<file path="config.mk">
export PLATFORM = sky130hd
export DESIGN_NAME = crc16fc_core
export DESIGN_NICKNAME = d
export VERILOG_FILES = /design/src/design/crc16fc_pkg.sv /design/src/design/crc16fc_core.sv
export SDC_FILE = /design/constraint.sdc
export NUM_CORES = 1
export LEC_CHECK = 0
export BUFFER_PORTS_ARGS = -buffer_cell sky130_fd_sc_hd__buf_2
export CORE_UTILIZATION = 58
export DETAILED_ROUTE_END_ITERATION = 7
export PLACE_DENSITY = 0.95
export SYNTH_ARGS = -nofsm -noshare
export SYNTH_HDL_FRONTEND = slang
export SYNTH_SLANG_ARGS = --single-unit
</file>
<file path="constraint.sdc">
create_clock -name clk -period 4.7 [get_ports clk]
set_input_delay 0.47 -clock clk [delete_from_list [all_inputs] [get_ports clk]]
set_output_delay 0.47 -clock clk [all_outputs]
set_load 0.02 [all_outputs]
</file>
<file path="src/design/crc16fc_pkg.sv">
// ----------------------------------------------------------------------------
// crc16fc_pkg
// Shared types and CRC-16 helpers for the frame checker.
// ----------------------------------------------------------------------------
package crc16fc_pkg;

	localparam logic [15:0] CRC_POLY  = 16'hA001;
	localparam logic [15:0] CRC_INIT  = 16'h0000;
	localparam int          BYTE_W    = 8;
	localparam int          CRC_W     = 16;

	// one received word as it moves from the input register to the core
	typedef struct packed {
		logic [BYTE_W-1:0] data_byte;
		logic              is_check_byte;
	} item_t;

	// reflected CRC update, one byte, eight unrolled shift steps
	function automatic logic [CRC_W-1:0] crc_fold(input logic [CRC_W-1:0] crc,
	                                              input logic [BYTE_W-1:0] b);
		logic [CRC_W-1:0] c;
		c = crc ^ {{(CRC_W-BYTE_W){1'b0}}, b};
		for (int k = 0; k < BYTE_W; k++) begin
			if (c[0]) begin
				c = (c >> 1) ^ CRC_POLY;
			end else begin
				c = c >> 1;
			end
		end
		return c;
	endfunction

	function automatic logic [BYTE_W-1:0] mirror8(input logic [BYTE_W-1:0] v);
		logic [BYTE_W-1:0] r;
		for (int k = 0; k < BYTE_W; k++) begin
			r[k] = v[BYTE_W-1-k];
		end
		return r;
	endfunction

endpackage

</file>
<file path="src/design/crc16fc_core.sv">
// ----------------------------------------------------------------------------
// crc16fc_core
// Frame state (running CRC, check byte tracking) and the result register.
// ----------------------------------------------------------------------------
module crc16fc_core (
	input  logic                                 clk,
	input  logic                                 arst_n,
	input  logic                                 valid_s1,
	input  crc16fc_pkg::item_t                   item_s1,
	output logic                                 take,
	output logic                                 out_valid,
	input  logic                                 out_ready,
	output logic                                 frame_ok,
	output logic [crc16fc_pkg::CRC_W-1:0]        computed_crc
);

	logic [crc16fc_pkg::CRC_W-1:0]  crc_q;
	logic                           seen_q;
	logic                           lo_ok_q;
	logic                           out_valid_q;
	logic                           frame_ok_q;
	logic [crc16fc_pkg::CRC_W-1:0]  crc_out_q;

	logic                           res_free;
	logic                           final_chk;
	logic [crc16fc_pkg::BYTE_W-1:0] exp_byte;
	logic                           byte_match;

	assign res_free  = !out_valid_q || out_ready;
	assign take      = valid_s1 && res_free;
	assign final_chk = item_s1.is_check_byte && seen_q;

	// low check byte first, then high
	assign exp_byte   = seen_q ? crc16fc_pkg::mirror8(crc_q[15:8])
	                           : crc16fc_pkg::mirror8(crc_q[7:0]);
	assign byte_match = (item_s1.data_byte == exp_byte);

	always_ff @(posedge clk or negedge arst_n) begin
		if (!arst_n) begin
			crc_q       <= crc16fc_pkg::CRC_INIT;
			seen_q      <= 1'b0;
			lo_ok_q     <= 1'b0;
			out_valid_q <= 1'b0;
		end else begin
			if (take && final_chk) begin
				out_valid_q <= 1'b1;
			end else if (out_ready) begin
				out_valid_q <= 1'b0;
			end
			if (take) begin
				if (!item_s1.is_check_byte) begin
					crc_q   <= crc16fc_pkg::crc_fold(crc_q, item_s1.data_byte);
					seen_q  <= 1'b0;
					lo_ok_q <= 1'b0;
				end else if (!seen_q) begin
					seen_q  <= 1'b1;
					lo_ok_q <= byte_match;
				end else begin
					crc_q       <= crc16fc_pkg::CRC_INIT;
					seen_q      <= 1'b0;
					lo_ok_q     <= 1'b0;
				end
			end
		end
	end

	always_ff @(posedge clk) begin
		if (take && final_chk) begin
			frame_ok_q <= lo_ok_q && byte_match;
			crc_out_q  <= crc_q;
		end
	end

	assign out_valid    = out_valid_q;
	assign frame_ok     = frame_ok_q;
	assign computed_crc = crc_out_q;

`ifndef ASSERT_OFF
	a_final_emits: assert property (@(posedge clk) disable iff (!arst_n)
		(take && final_chk) |=> out_valid_q)
		else $error("final check word did not produce a result");

	a_final_clears: assert property (@(posedge clk) disable iff (!arst_n)
		(take && final_chk) |=> (crc_q == crc16fc_pkg::CRC_INIT && !seen_q && !lo_ok_q))
		else $error("frame state not cleared after result");

	a_no_overwrite: assert property (@(posedge clk) disable iff (!arst_n)
		(out_valid_q && !out_ready) |-> !take)
		else $error("pending result overwritten");

	a_payload_drops_check: assert property (@(posedge clk) disable iff (!arst_n)
		(take && !item_s1.is_check_byte) |=> (!seen_q && !lo_ok_q))
		else $error("payload word left check tracking set");
`endif

endmodule

</file>
# Yosys cells after proc, flatten, opt, wreduce, memory -nomap -nowiden

Index checks and enable logic that the tools add are counted.

Flip-flop bits (word level): 36
Input port bits: 13
Output and inout bits: 19
Word-level logic and storage cells: 56

Eq/ne operators: 2
Muxes and demuxes: 31
Bitwise gates (word level): 9
Reduce and logical (&&, ||, !) cells: 8

Operator list:

| kind                                          | number |
|---|---|
| two-way mux 16 bit                            | 24 |
| inverter 2 -> 3 bit                           | 8 |
| XOR 16 x 8 -> 16 bit                          | 1 |
| equality test 8 bit                           | 1 |
| two-way mux 8 bit                             | 1 |
| two-way mux 1 bit                             | 6 |
| logical AND 1 bit                             | 4 |
| != test 2 x 1 -> 1 bit, second input constant | 1 |
| AND reduction 2 bit                           | 1 |
| nonzero test 2 bit                            | 1 |
| zero test 1 bit                               | 1 |
| logical OR 1 bit                              | 1 |

# Longest topological paths before layout

Gate-level depths: netlist (run 1).

Depth after elaboration: 32
Gate-level depth with buffers: 7

# Worst setup path before layout (run 1)

No wires, ideal clock.

Kind: in2reg
Start: input port out_ready
End: register crc_out_q (netlist bit computed_crc[0]) (enable)
Setup time: 0.390 ns
Arrival: 1.495 ns
Data required time: 4.310 ns
Slack: 2.814 ns
Cell stages on the path: 3
Buffers on the path: 0
Path through: nand2b_1 -> nand2_1 -> nor2_1

Longest elaborated chain between the ends: 3

RTL lines:

| what                 | RTL line           | source |
|---|---|---|
| start, declared      | crc16fc_core.sv:12 | `input logic out_ready,` |
| logical OR 1 bit     | crc16fc_core.sv:29 | `assign res_free = !out_valid_q \|\| out_ready;` |
| logical AND 1 bit    | crc16fc_core.sv:30 | `assign take = valid_s1 && res_free;` |
| logical AND 1 bit    | crc16fc_core.sv:68 | `if (take && final_chk) begin` |
| end signal, assigned | crc16fc_core.sv:70 | `crc_out_q <= crc_q;` |
| end, declared        | crc16fc_core.sv:22 | `logic [crc16fc_pkg::CRC_W-1:0] crc_out_q;` |

Every way passes these cells.
A chain may end at the register's enable or synchronous reset.

# Final worst setup path (run 1)

Start: register seen_q
End: register crc_q[7] in the netlist's numbering

Longest elaborated chain between the ends: 2

RTL lines:

| what                             | RTL line           | source |
|---|---|---|
| start, declared                  | crc16fc_core.sv:18 | `logic seen_q;` |
| start signal, assigned           | crc16fc_core.sv:41 | `seen_q <= 1'b0;` |
| start signal, assigned           | crc16fc_core.sv:53 | `seen_q <= 1'b0;` |
| start signal, assigned           | crc16fc_core.sv:56 | `seen_q <= 1'b1;` |
| != test 2 x 1 -> 1 bit (no line) | --                 |  |
| AND reduction 2 bit (no line)    | --                 |  |
| end signal, assigned             | crc16fc_core.sv:40 | `crc_q <= crc16fc_pkg::CRC_INIT;` |
| end signal, assigned             | crc16fc_core.sv:52 | `crc_q <= crc16fc_pkg::crc_fold(crc_q, item_s1.data_byte);` |
| end signal, assigned             | crc16fc_core.sv:59 | `crc_q <= crc16fc_pkg::CRC_INIT;` |
| end, declared                    | crc16fc_core.sv:17 | `logic [crc16fc_pkg::CRC_W-1:0] crc_q;` |

Every way passes these cells.

==> summary.md, run 1 <==
| Metric | Value |
|---|---|
| FILL cells | `181` |
| Die X-Extent | `55.1 µm` |
| Synth warn | `0` |
| TritonCTS clock tree | `yes` |
| Pin slew with the least headroom to its limit | `1120 ps` |
| Crit. End Element | `flop` |
| H-tree depth | `2` |
| I/O Buffers | `31` |
| Slew margin rel. | `0.247` |
| Largest net degree at the start of global routing | `20` |
| Critical path's largest stage delay | `970 ps` |
| Root Driver | `clkbuf_4` |
| Endpoints failing hold | `0` |
| Setup TNS | `0 ps` |
| Final ANT Viol Nets | `0` |
| Rows | `18` |
| # DRC | `0` |
| FMAX | `~510 MHz` |
| Status | `complete, no violations` |
| Vias in the first global route | `between 1000 and 1500` |
| Via count | `1028` |
| CTS Sinks | `36` |
| Dpl hpwl | `2180 µm` |
| Final GP Congestion | `0.859` |
| Clock skew | `about 11 ps` |
| Worst R2R Path Depth | `2` |
| Synth Register Bits | `36` |
| CP max FO | `16` |
| Pwr Density | `641 nW/µm²` |
| Routed WL | `3080 µm` |
| Total core area | `2570 µm²` |
| Sequential share of the synthesized area | `0.604` |
| Max cap viols | `0` |
| Avg Inst Size Synth | `14.4 µm²` |
| RSZ-0062 raised after global routing | `false` |
| Pleak | `0.794 nW` |
| Reg area | `986 µm²` |
| Initial Util | `0.636` |
| Initial antenna violation count | `0` |
| Most common cell after layout, fill and taps aside | `buf_2` |
| I/O Pins | `32` |
| Required time of the critical path | `4970 ps` |
| Layout cells sized above 1 | `0.302` |
| Syn Std Cell Area | `about 1600 µm²` |
| Tcrit/Tclk final | `0.415` |
| Slowest CP cell | `o21ai_1` |
| Post-synth EDFFs | `17` |
| Setup violators final | `0` |
| Crit path launch | `seen_q` |
| Total gr overflow | `0` |
| First-pass GRT wire length | `~5000 µm` |
| Critical setup path kind | `reg2reg` |
| Syn Nets | `126` |
| DR pass1 iterations | `5` |
| Layout area overhead | `14.3%` |
| WL/cell | `between 15 and 20 µm` |
| Die Span Y | `around 55 µm` |
| CP Data Arrival Time | `roughly 2200 ps` |
| Place WS | `2700 ps` |
| FF-to-FF Start | `seen_q` |
| Multi-input gate area | `~620 µm²` |
| Top FF cell, synth | `dfrtp_1` |
| Worst skew pair latency | `340 ps` |
| Setup ws final | `between 2000 and 3000 ps` |
| Hold buffers post-CTS | `0` |
| Count of unique library cells instantiated by Yosys | `21` |
| Worst min-delay path category | `in2async` |
| Async set-reset flop share out of synthesis | `0.528` |
| DRT iter0 DRCs | `15` |
| Setup repair bufs after CTS | `0` |
| Worst-case vdd ir drop | `0.484 mV` |
| DR vias/cell | `5.74` |
| Power Total | `around 1.2 mW` |
| Post-cts repair resize count | `0` |
| Overall Global Routing Usage | `0.257` |
| Final Max Slew Viols | `0` |
| Tmin final | `1950 ps` |
| ANT cells | `0` |
| Syn Inst Count | `113` |
| Most frequent cells in the layout | `31 x buf_2, 22 x xnor2_1, 19 x dfrtp_1, 17 x edfxtp_1, 15 x a22o_1` |
| Layout Utilization | `0.727` |
| Maximum clock path buffer count | `2` |
| Die area | `3030 µm²` |
| Reg clk slew, reported paths | `110 ps` |
| TritonCTS buffer count | `5` |
| Startpoint types | `flop` |
| CP cell instances | `o21ai_1 -> a22o_1` |
| Nets | `162` |
power breakdown:
part | switching (mW) | leakage (nW) | internal [mW]
sequential | 0.0867 | 0.401 | 0.420
combinational | 0.246 | 0.364 | 0.293
clock | 0.0952 | 0.0281 | 0.0551
total | 0.428 | 0.794 | 0.769
Yosys cell counts (all sizes together), types with 2 or more instances:
cell    number  area, µm²
xor2         5       58.8
edfxtp      17        510
mux2i        8       80.1
nor2         3       11.3
o21ai        2       10.0
dfrtp       19        475
inv          3       11.3
nand2        6       22.5
a22o        15        131
clkbuf       2       7.51
nor4         2       12.5
xnor2       25        241
worst paths after layout:
| path | to | slack, ps |
|---|---|---|
| min in group clk | crc_q[0] | 350 |
| min | out_valid | 50 |
| min reg2reg | computed_crc[13] | 520 |
| max reg2reg | crc_q[7] | 2750 |
| max | crc_q[7] | 2750 |
| max in group asynchronous | crc_q[7] | 4350 |
per-layer routing:
layer	up-vias	wire length (µm)	global-route usage
met1	501	1280	0.323
met5	-	0	0
met3	9	161	0.0628
met2	40	1560	0.410
li1	478	-	-
met4	0	90	0.138
state kept, by name (all words and copies together), names as in the netlist:
| register | count |
|---|---|
| frame_ok | 1 |
| computed_crc | 16 |
| lo_ok_q | 1 |
| seen_q | 1 |
| crc_q | 16 |
| out_valid | 1 |
worst max-delay path, delay by kind of cell, from the launching register on:
family | cells | cell delay [ps]
AO/OA/AOI/OAI | 2 | 1250
flip-flops | 1 | 630
cell families after synthesis:
logic type / count (synthesis) / synth area share
and+or+nand+nor: 13 / 0.0360
AOI/OAI and AO/OA: 19 / 0.0981
buffers and inverters: 6 / 0.0146
muxes: 8 / 0.0490
xor gates and xnor gates: 31 / 0.198
DFF: 36 / 0.604
final cells by class:
type / count / area share
tap: 30 / 0.0201
multi-input combinational: 71 / 0.334
sequential: 36 / 0.528
clock buffer: 6 / 0.0221
timing repair buffer: 32 / 0.0871
clock inverter: 1 / 0.00268
inverter: 3 / 0.00603
through the flow:
stage | cells | hold WS, ps | area, µm²
after floorplan | 113 | 174 | 1630
after global placement | 172 | 421 | 1820
after detailed placement | 172 | 425 | 1820
after CTS | 179 | 37.6 | 1870
after global routing | 179 | 72.7 | 1870
final | 179 | 45.6 | 1870
No activity file was read; power rests on OpenSTA's default activity.
==> run 2, diff against run 1 <==
--- a/config.mk
+++ b/config.mk
@@ -6,9 +6,9 @@
 export NUM_CORES = 1
 export LEC_CHECK = 0
 export BUFFER_PORTS_ARGS = -buffer_cell sky130_fd_sc_hd__buf_2
-export CORE_UTILIZATION = 58
+export CORE_UTILIZATION = 54
 export DETAILED_ROUTE_END_ITERATION = 7
-export PLACE_DENSITY = 0.95
+export PLACE_DENSITY = 0.9
 export SYNTH_ARGS = -nofsm -noshare
 export SYNTH_HDL_FRONTEND = slang
 export SYNTH_SLANG_ARGS = --single-unit
==> constraint.sdc (replaced) <==
create_clock -name clk -period 1.9 [get_ports clk]
set_input_delay 0.19 -clock clk [delete_from_list [all_inputs] [get_ports clk]]
set_output_delay 0.19 -clock clk [all_outputs]
set_load 0.02 [all_outputs]
==> run 2 against run 1 <==
Largest power group unchanged. Die area up 7.1%. Critical path type unchanged. Combinational power rose to 2.9 times the previous value. Highest routed layer unchanged. Core utilization is 2.0 points lower. First-iteration DRC count rose by 40%. Non-clock buffer count is 5 higher. Final area rose by 6.2%. Hold slack improved by 32 ps. Critical endpoint is now crc_q[0]. Total power rose to 2.8 times the previous value. Routed wire length up 1.2%. Worst setup slack got worse by 2600 ps. Cell count is 3.9% higher. The run now ends with design-rule violations left.
==> summary.md, run 2 (synthesis gave the netlist of run 1 again) <==
| Metric | Value |
|---|---|
| Status | `finished with violations` |
| Failing checks | `design-rule violations` |
| Internal Power | `2.17 mW (+180%)` |
| Root Driver | `clkbuf_4` |
| Worst path most repeated cell | `xnor2_2` |
| Most frequent cells in the layout | `31 x buf_2, 18 x dfrtp_1, 17 x xnor2_1, 17 x edfxtp_1, 15 x a22o_1` |
| DR pass1 iterations | `6 (+1)` |
| Initial Util | `0.582 (-0.0539)` |
| Total gr overflow | `0 (unchanged)` |
| Layout area overhead | `21.5%` |
| Tcrit/Tclk final | `0.937 (+0.522)` |
| Critical setup path kind | `reg2reg` |
| # DRC | `4 (+4)` |
| Overall Global Routing Usage | `0.224 (-0.0335)` |
| Required time of the critical path | `2160 ps (-2810 ps)` |
| Startpoint types | `flop` |
| H-tree depth | `2 (unchanged)` |
| Pleak | `0.856 nW (+7.9%)` |
| Switch share | `0.350 (-0.00796)` |
| DR vias/cell | `5.60 (-2.5%)` |
| Final Non-Filler Cells | `186 (+3.9%)` |
| Nets | `167 (+3.1%)` |
| Setup TNS | `0 ps (unchanged)` |
| Kind of cell adding the most delay to the critical path | `XOR/XNOR gates` |
| Dpl hpwl | `2190 µm (+0.33%)` |
| Layout cells sized above 1 | `0.374 (+0.0722)` |
| NetSw | `1.17 mW (+170%)` |
| Initial antenna violation count | `0 (unchanged)` |
| I/O Buffers | `31 (unchanged)` |
| I/O Pins | `32 (unchanged)` |
| Endpoints failing hold | `0 (unchanged)` |
| Clock power frac | `0.159 (+0.033)` |
| GR met1 Demand/Resource | `0.272 (-0.0506)` |
| Critical path's largest stage delay | `470 ps (-500 ps)` |
| Tmin final | `1780 ps (-171 ps)` |
| Max cap viols | `0 (unchanged)` |
| FMAX | `562 MHz (+9.6%)` |
| Placed cells | `176 (+2.3%)` |
| Buf/Inv on CP | `0 (unchanged)` |
| TritonCTS clock tree | `yes` |
| Die area | `3250 µm² (+7.1%)` |
| Final ANT Viol Nets | `0 (unchanged)` |
| Met3 Resource Use GR | `0.0771 (+0.0143)` |
| Reg clk slew, reported paths | `110 ps (about the same)` |
| First-pass GRT wire length | `5200 µm (+4.3%)` |
| CP cell instances | `xor2_2 -> xnor2_2 -> xnor2_2 -> xor3_1 -> o31ai_2` |
| CTS Sinks | `36 (unchanged)` |
| WL/cell | `16.8 µm (-2.6%)` |
| Routed WL | `3120 µm (+1.2%)` |
| Final GP Congestion | `0.832 (-3.1%)` |
| Largest net degree at the start of global routing | `20 (unchanged)` |
| Worst skew pair latency | `340 ps (about the same)` |
| Die Span Y | `57.0 µm (+3.5%)` |
| Pin slew with the least headroom to its limit | `651 ps (-471 ps)` |
| FILL cells | `203 (+12%)` |
| Rows | `19 (+1)` |
| Setup violators final | `0 (unchanged)` |
| Clock skew | `11.5 ps (+0.380 ps)` |
| ANT cells | `0 (unchanged)` |
| Worst min-delay path category | `in2reg` |
| Maximum clock path buffer count | `2 (unchanged)` |
| Worst-case vdd ir drop | `0.966 mV (+100%)` |
| Layout Utilization | `0.707 (-0.0201)` |
| Total core area | `2810 µm² (+9.3%)` |
| Slew margin rel. | `0.565 (+0.319)` |
| Sequential power share | `0.379 (-0.045)` |
| DRT iter0 DRCs | `21 (+6)` |
| M2 GR Usage | `0.360 (-0.0500)` |
| CP max FO | `4 (-12)` |
| Final Max Slew Viols | `0 (unchanged)` |
| Die X-Extent | `57.0 µm (+3.5%)` |
| Via count | `1041 (+1.3%)` |
| TritonCTS buffer count | `5 (unchanged)` |
| Pwr Density | `1680 nW/µm² (+160%)` |
| Most common cell after layout, fill and taps aside | `buf_2` |
| Crit. End Element | `flop` |
| Combinational power share | `0.462 (+0.011)` |
| RSZ-0062 raised after global routing | `false` |
| Slowest CP cell | `dfrtp_1` |
| Gr busiest metal | `met2` |
| CP Data Arrival Time | `2040 ps (-180 ps)` |
| Vias in the first global route | `1058 (+4.9%)` |
-- run 2: stage by stage --
step           setup WS (ps)  total power [mW]  instance area [µm²]  hold WS [ps]
2_1_floorplan           34.1              2.33                 1630          -106
3_3_place_gp             144              2.56                 1840           148
3_5_place_dp            42.8              2.62                 1840           153
4_1_cts                 20.7              3.24                 1960          59.7
5_1_grt                 32.4              3.51                 1980          68.3
6_report                 120              3.33                 1980          78.0
-- run 2: final cells by class --
type                    instances  area (µm²)  area share
well taps                      31        38.8      0.0196
multi-input cells              71         663       0.334
clock inverters                 3        42.5      0.0215
repair buffers                 37         203       0.102
inverters                       3        11.3     0.00568
clock buffers                   5        37.5      0.0189
flip-flops and latches         36         987       0.498
-- run 2: metal layers --
metal	up-vias	routed length, µm
li1	486	-
met3	14	160
met5	-	0
met1	510	1310
met2	31	1550
met4	0	98
-- run 2: power by group through the flow --
stage	Combinational, mW	Sequential [mW]	Clock (mW)
final	1.54	1.26	0.531
after detailed placement	1.35	1.26	0
after global routing	1.64	1.29	0.582
after floorplan	1.11	1.23	0
after CTS	1.44	1.26	0.544
after global placement	1.32	1.24	0
-- run 2: what timing repair did --
item,CTS,global route
cloned,0,0
hold endpoints to repair,19,0
pin swaps,0,1
setup buffers,0,1
endpoints found under the setup margin,1,12
gates resized for setup,3,4
hold buffers,1,0
-- run 2: path summary, 6_finish.rpt --
path,cells past startpoint,slack [ps],from,to
worst min register to register,0,530,crc_q[11],computed_crc[11]
worst max-delay path,5,120,crc_q[6],crc_q[0]
worst min-delay path,2,80,item_s1[0],crc_q[0]
max in group asynchronous,2,1280,arst_n,seen_q
worst max register to register,5,120,crc_q[6],crc_q[0]
min in group asynchronous,2,300,arst_n,crc_q[12]
-- run 2: worst register-to-register path, delay by kind of cell, from the launching register on --
family	cells	cell delay (ps)
xor+xnor	4	1040
compound gates	1	190
flops	1	470
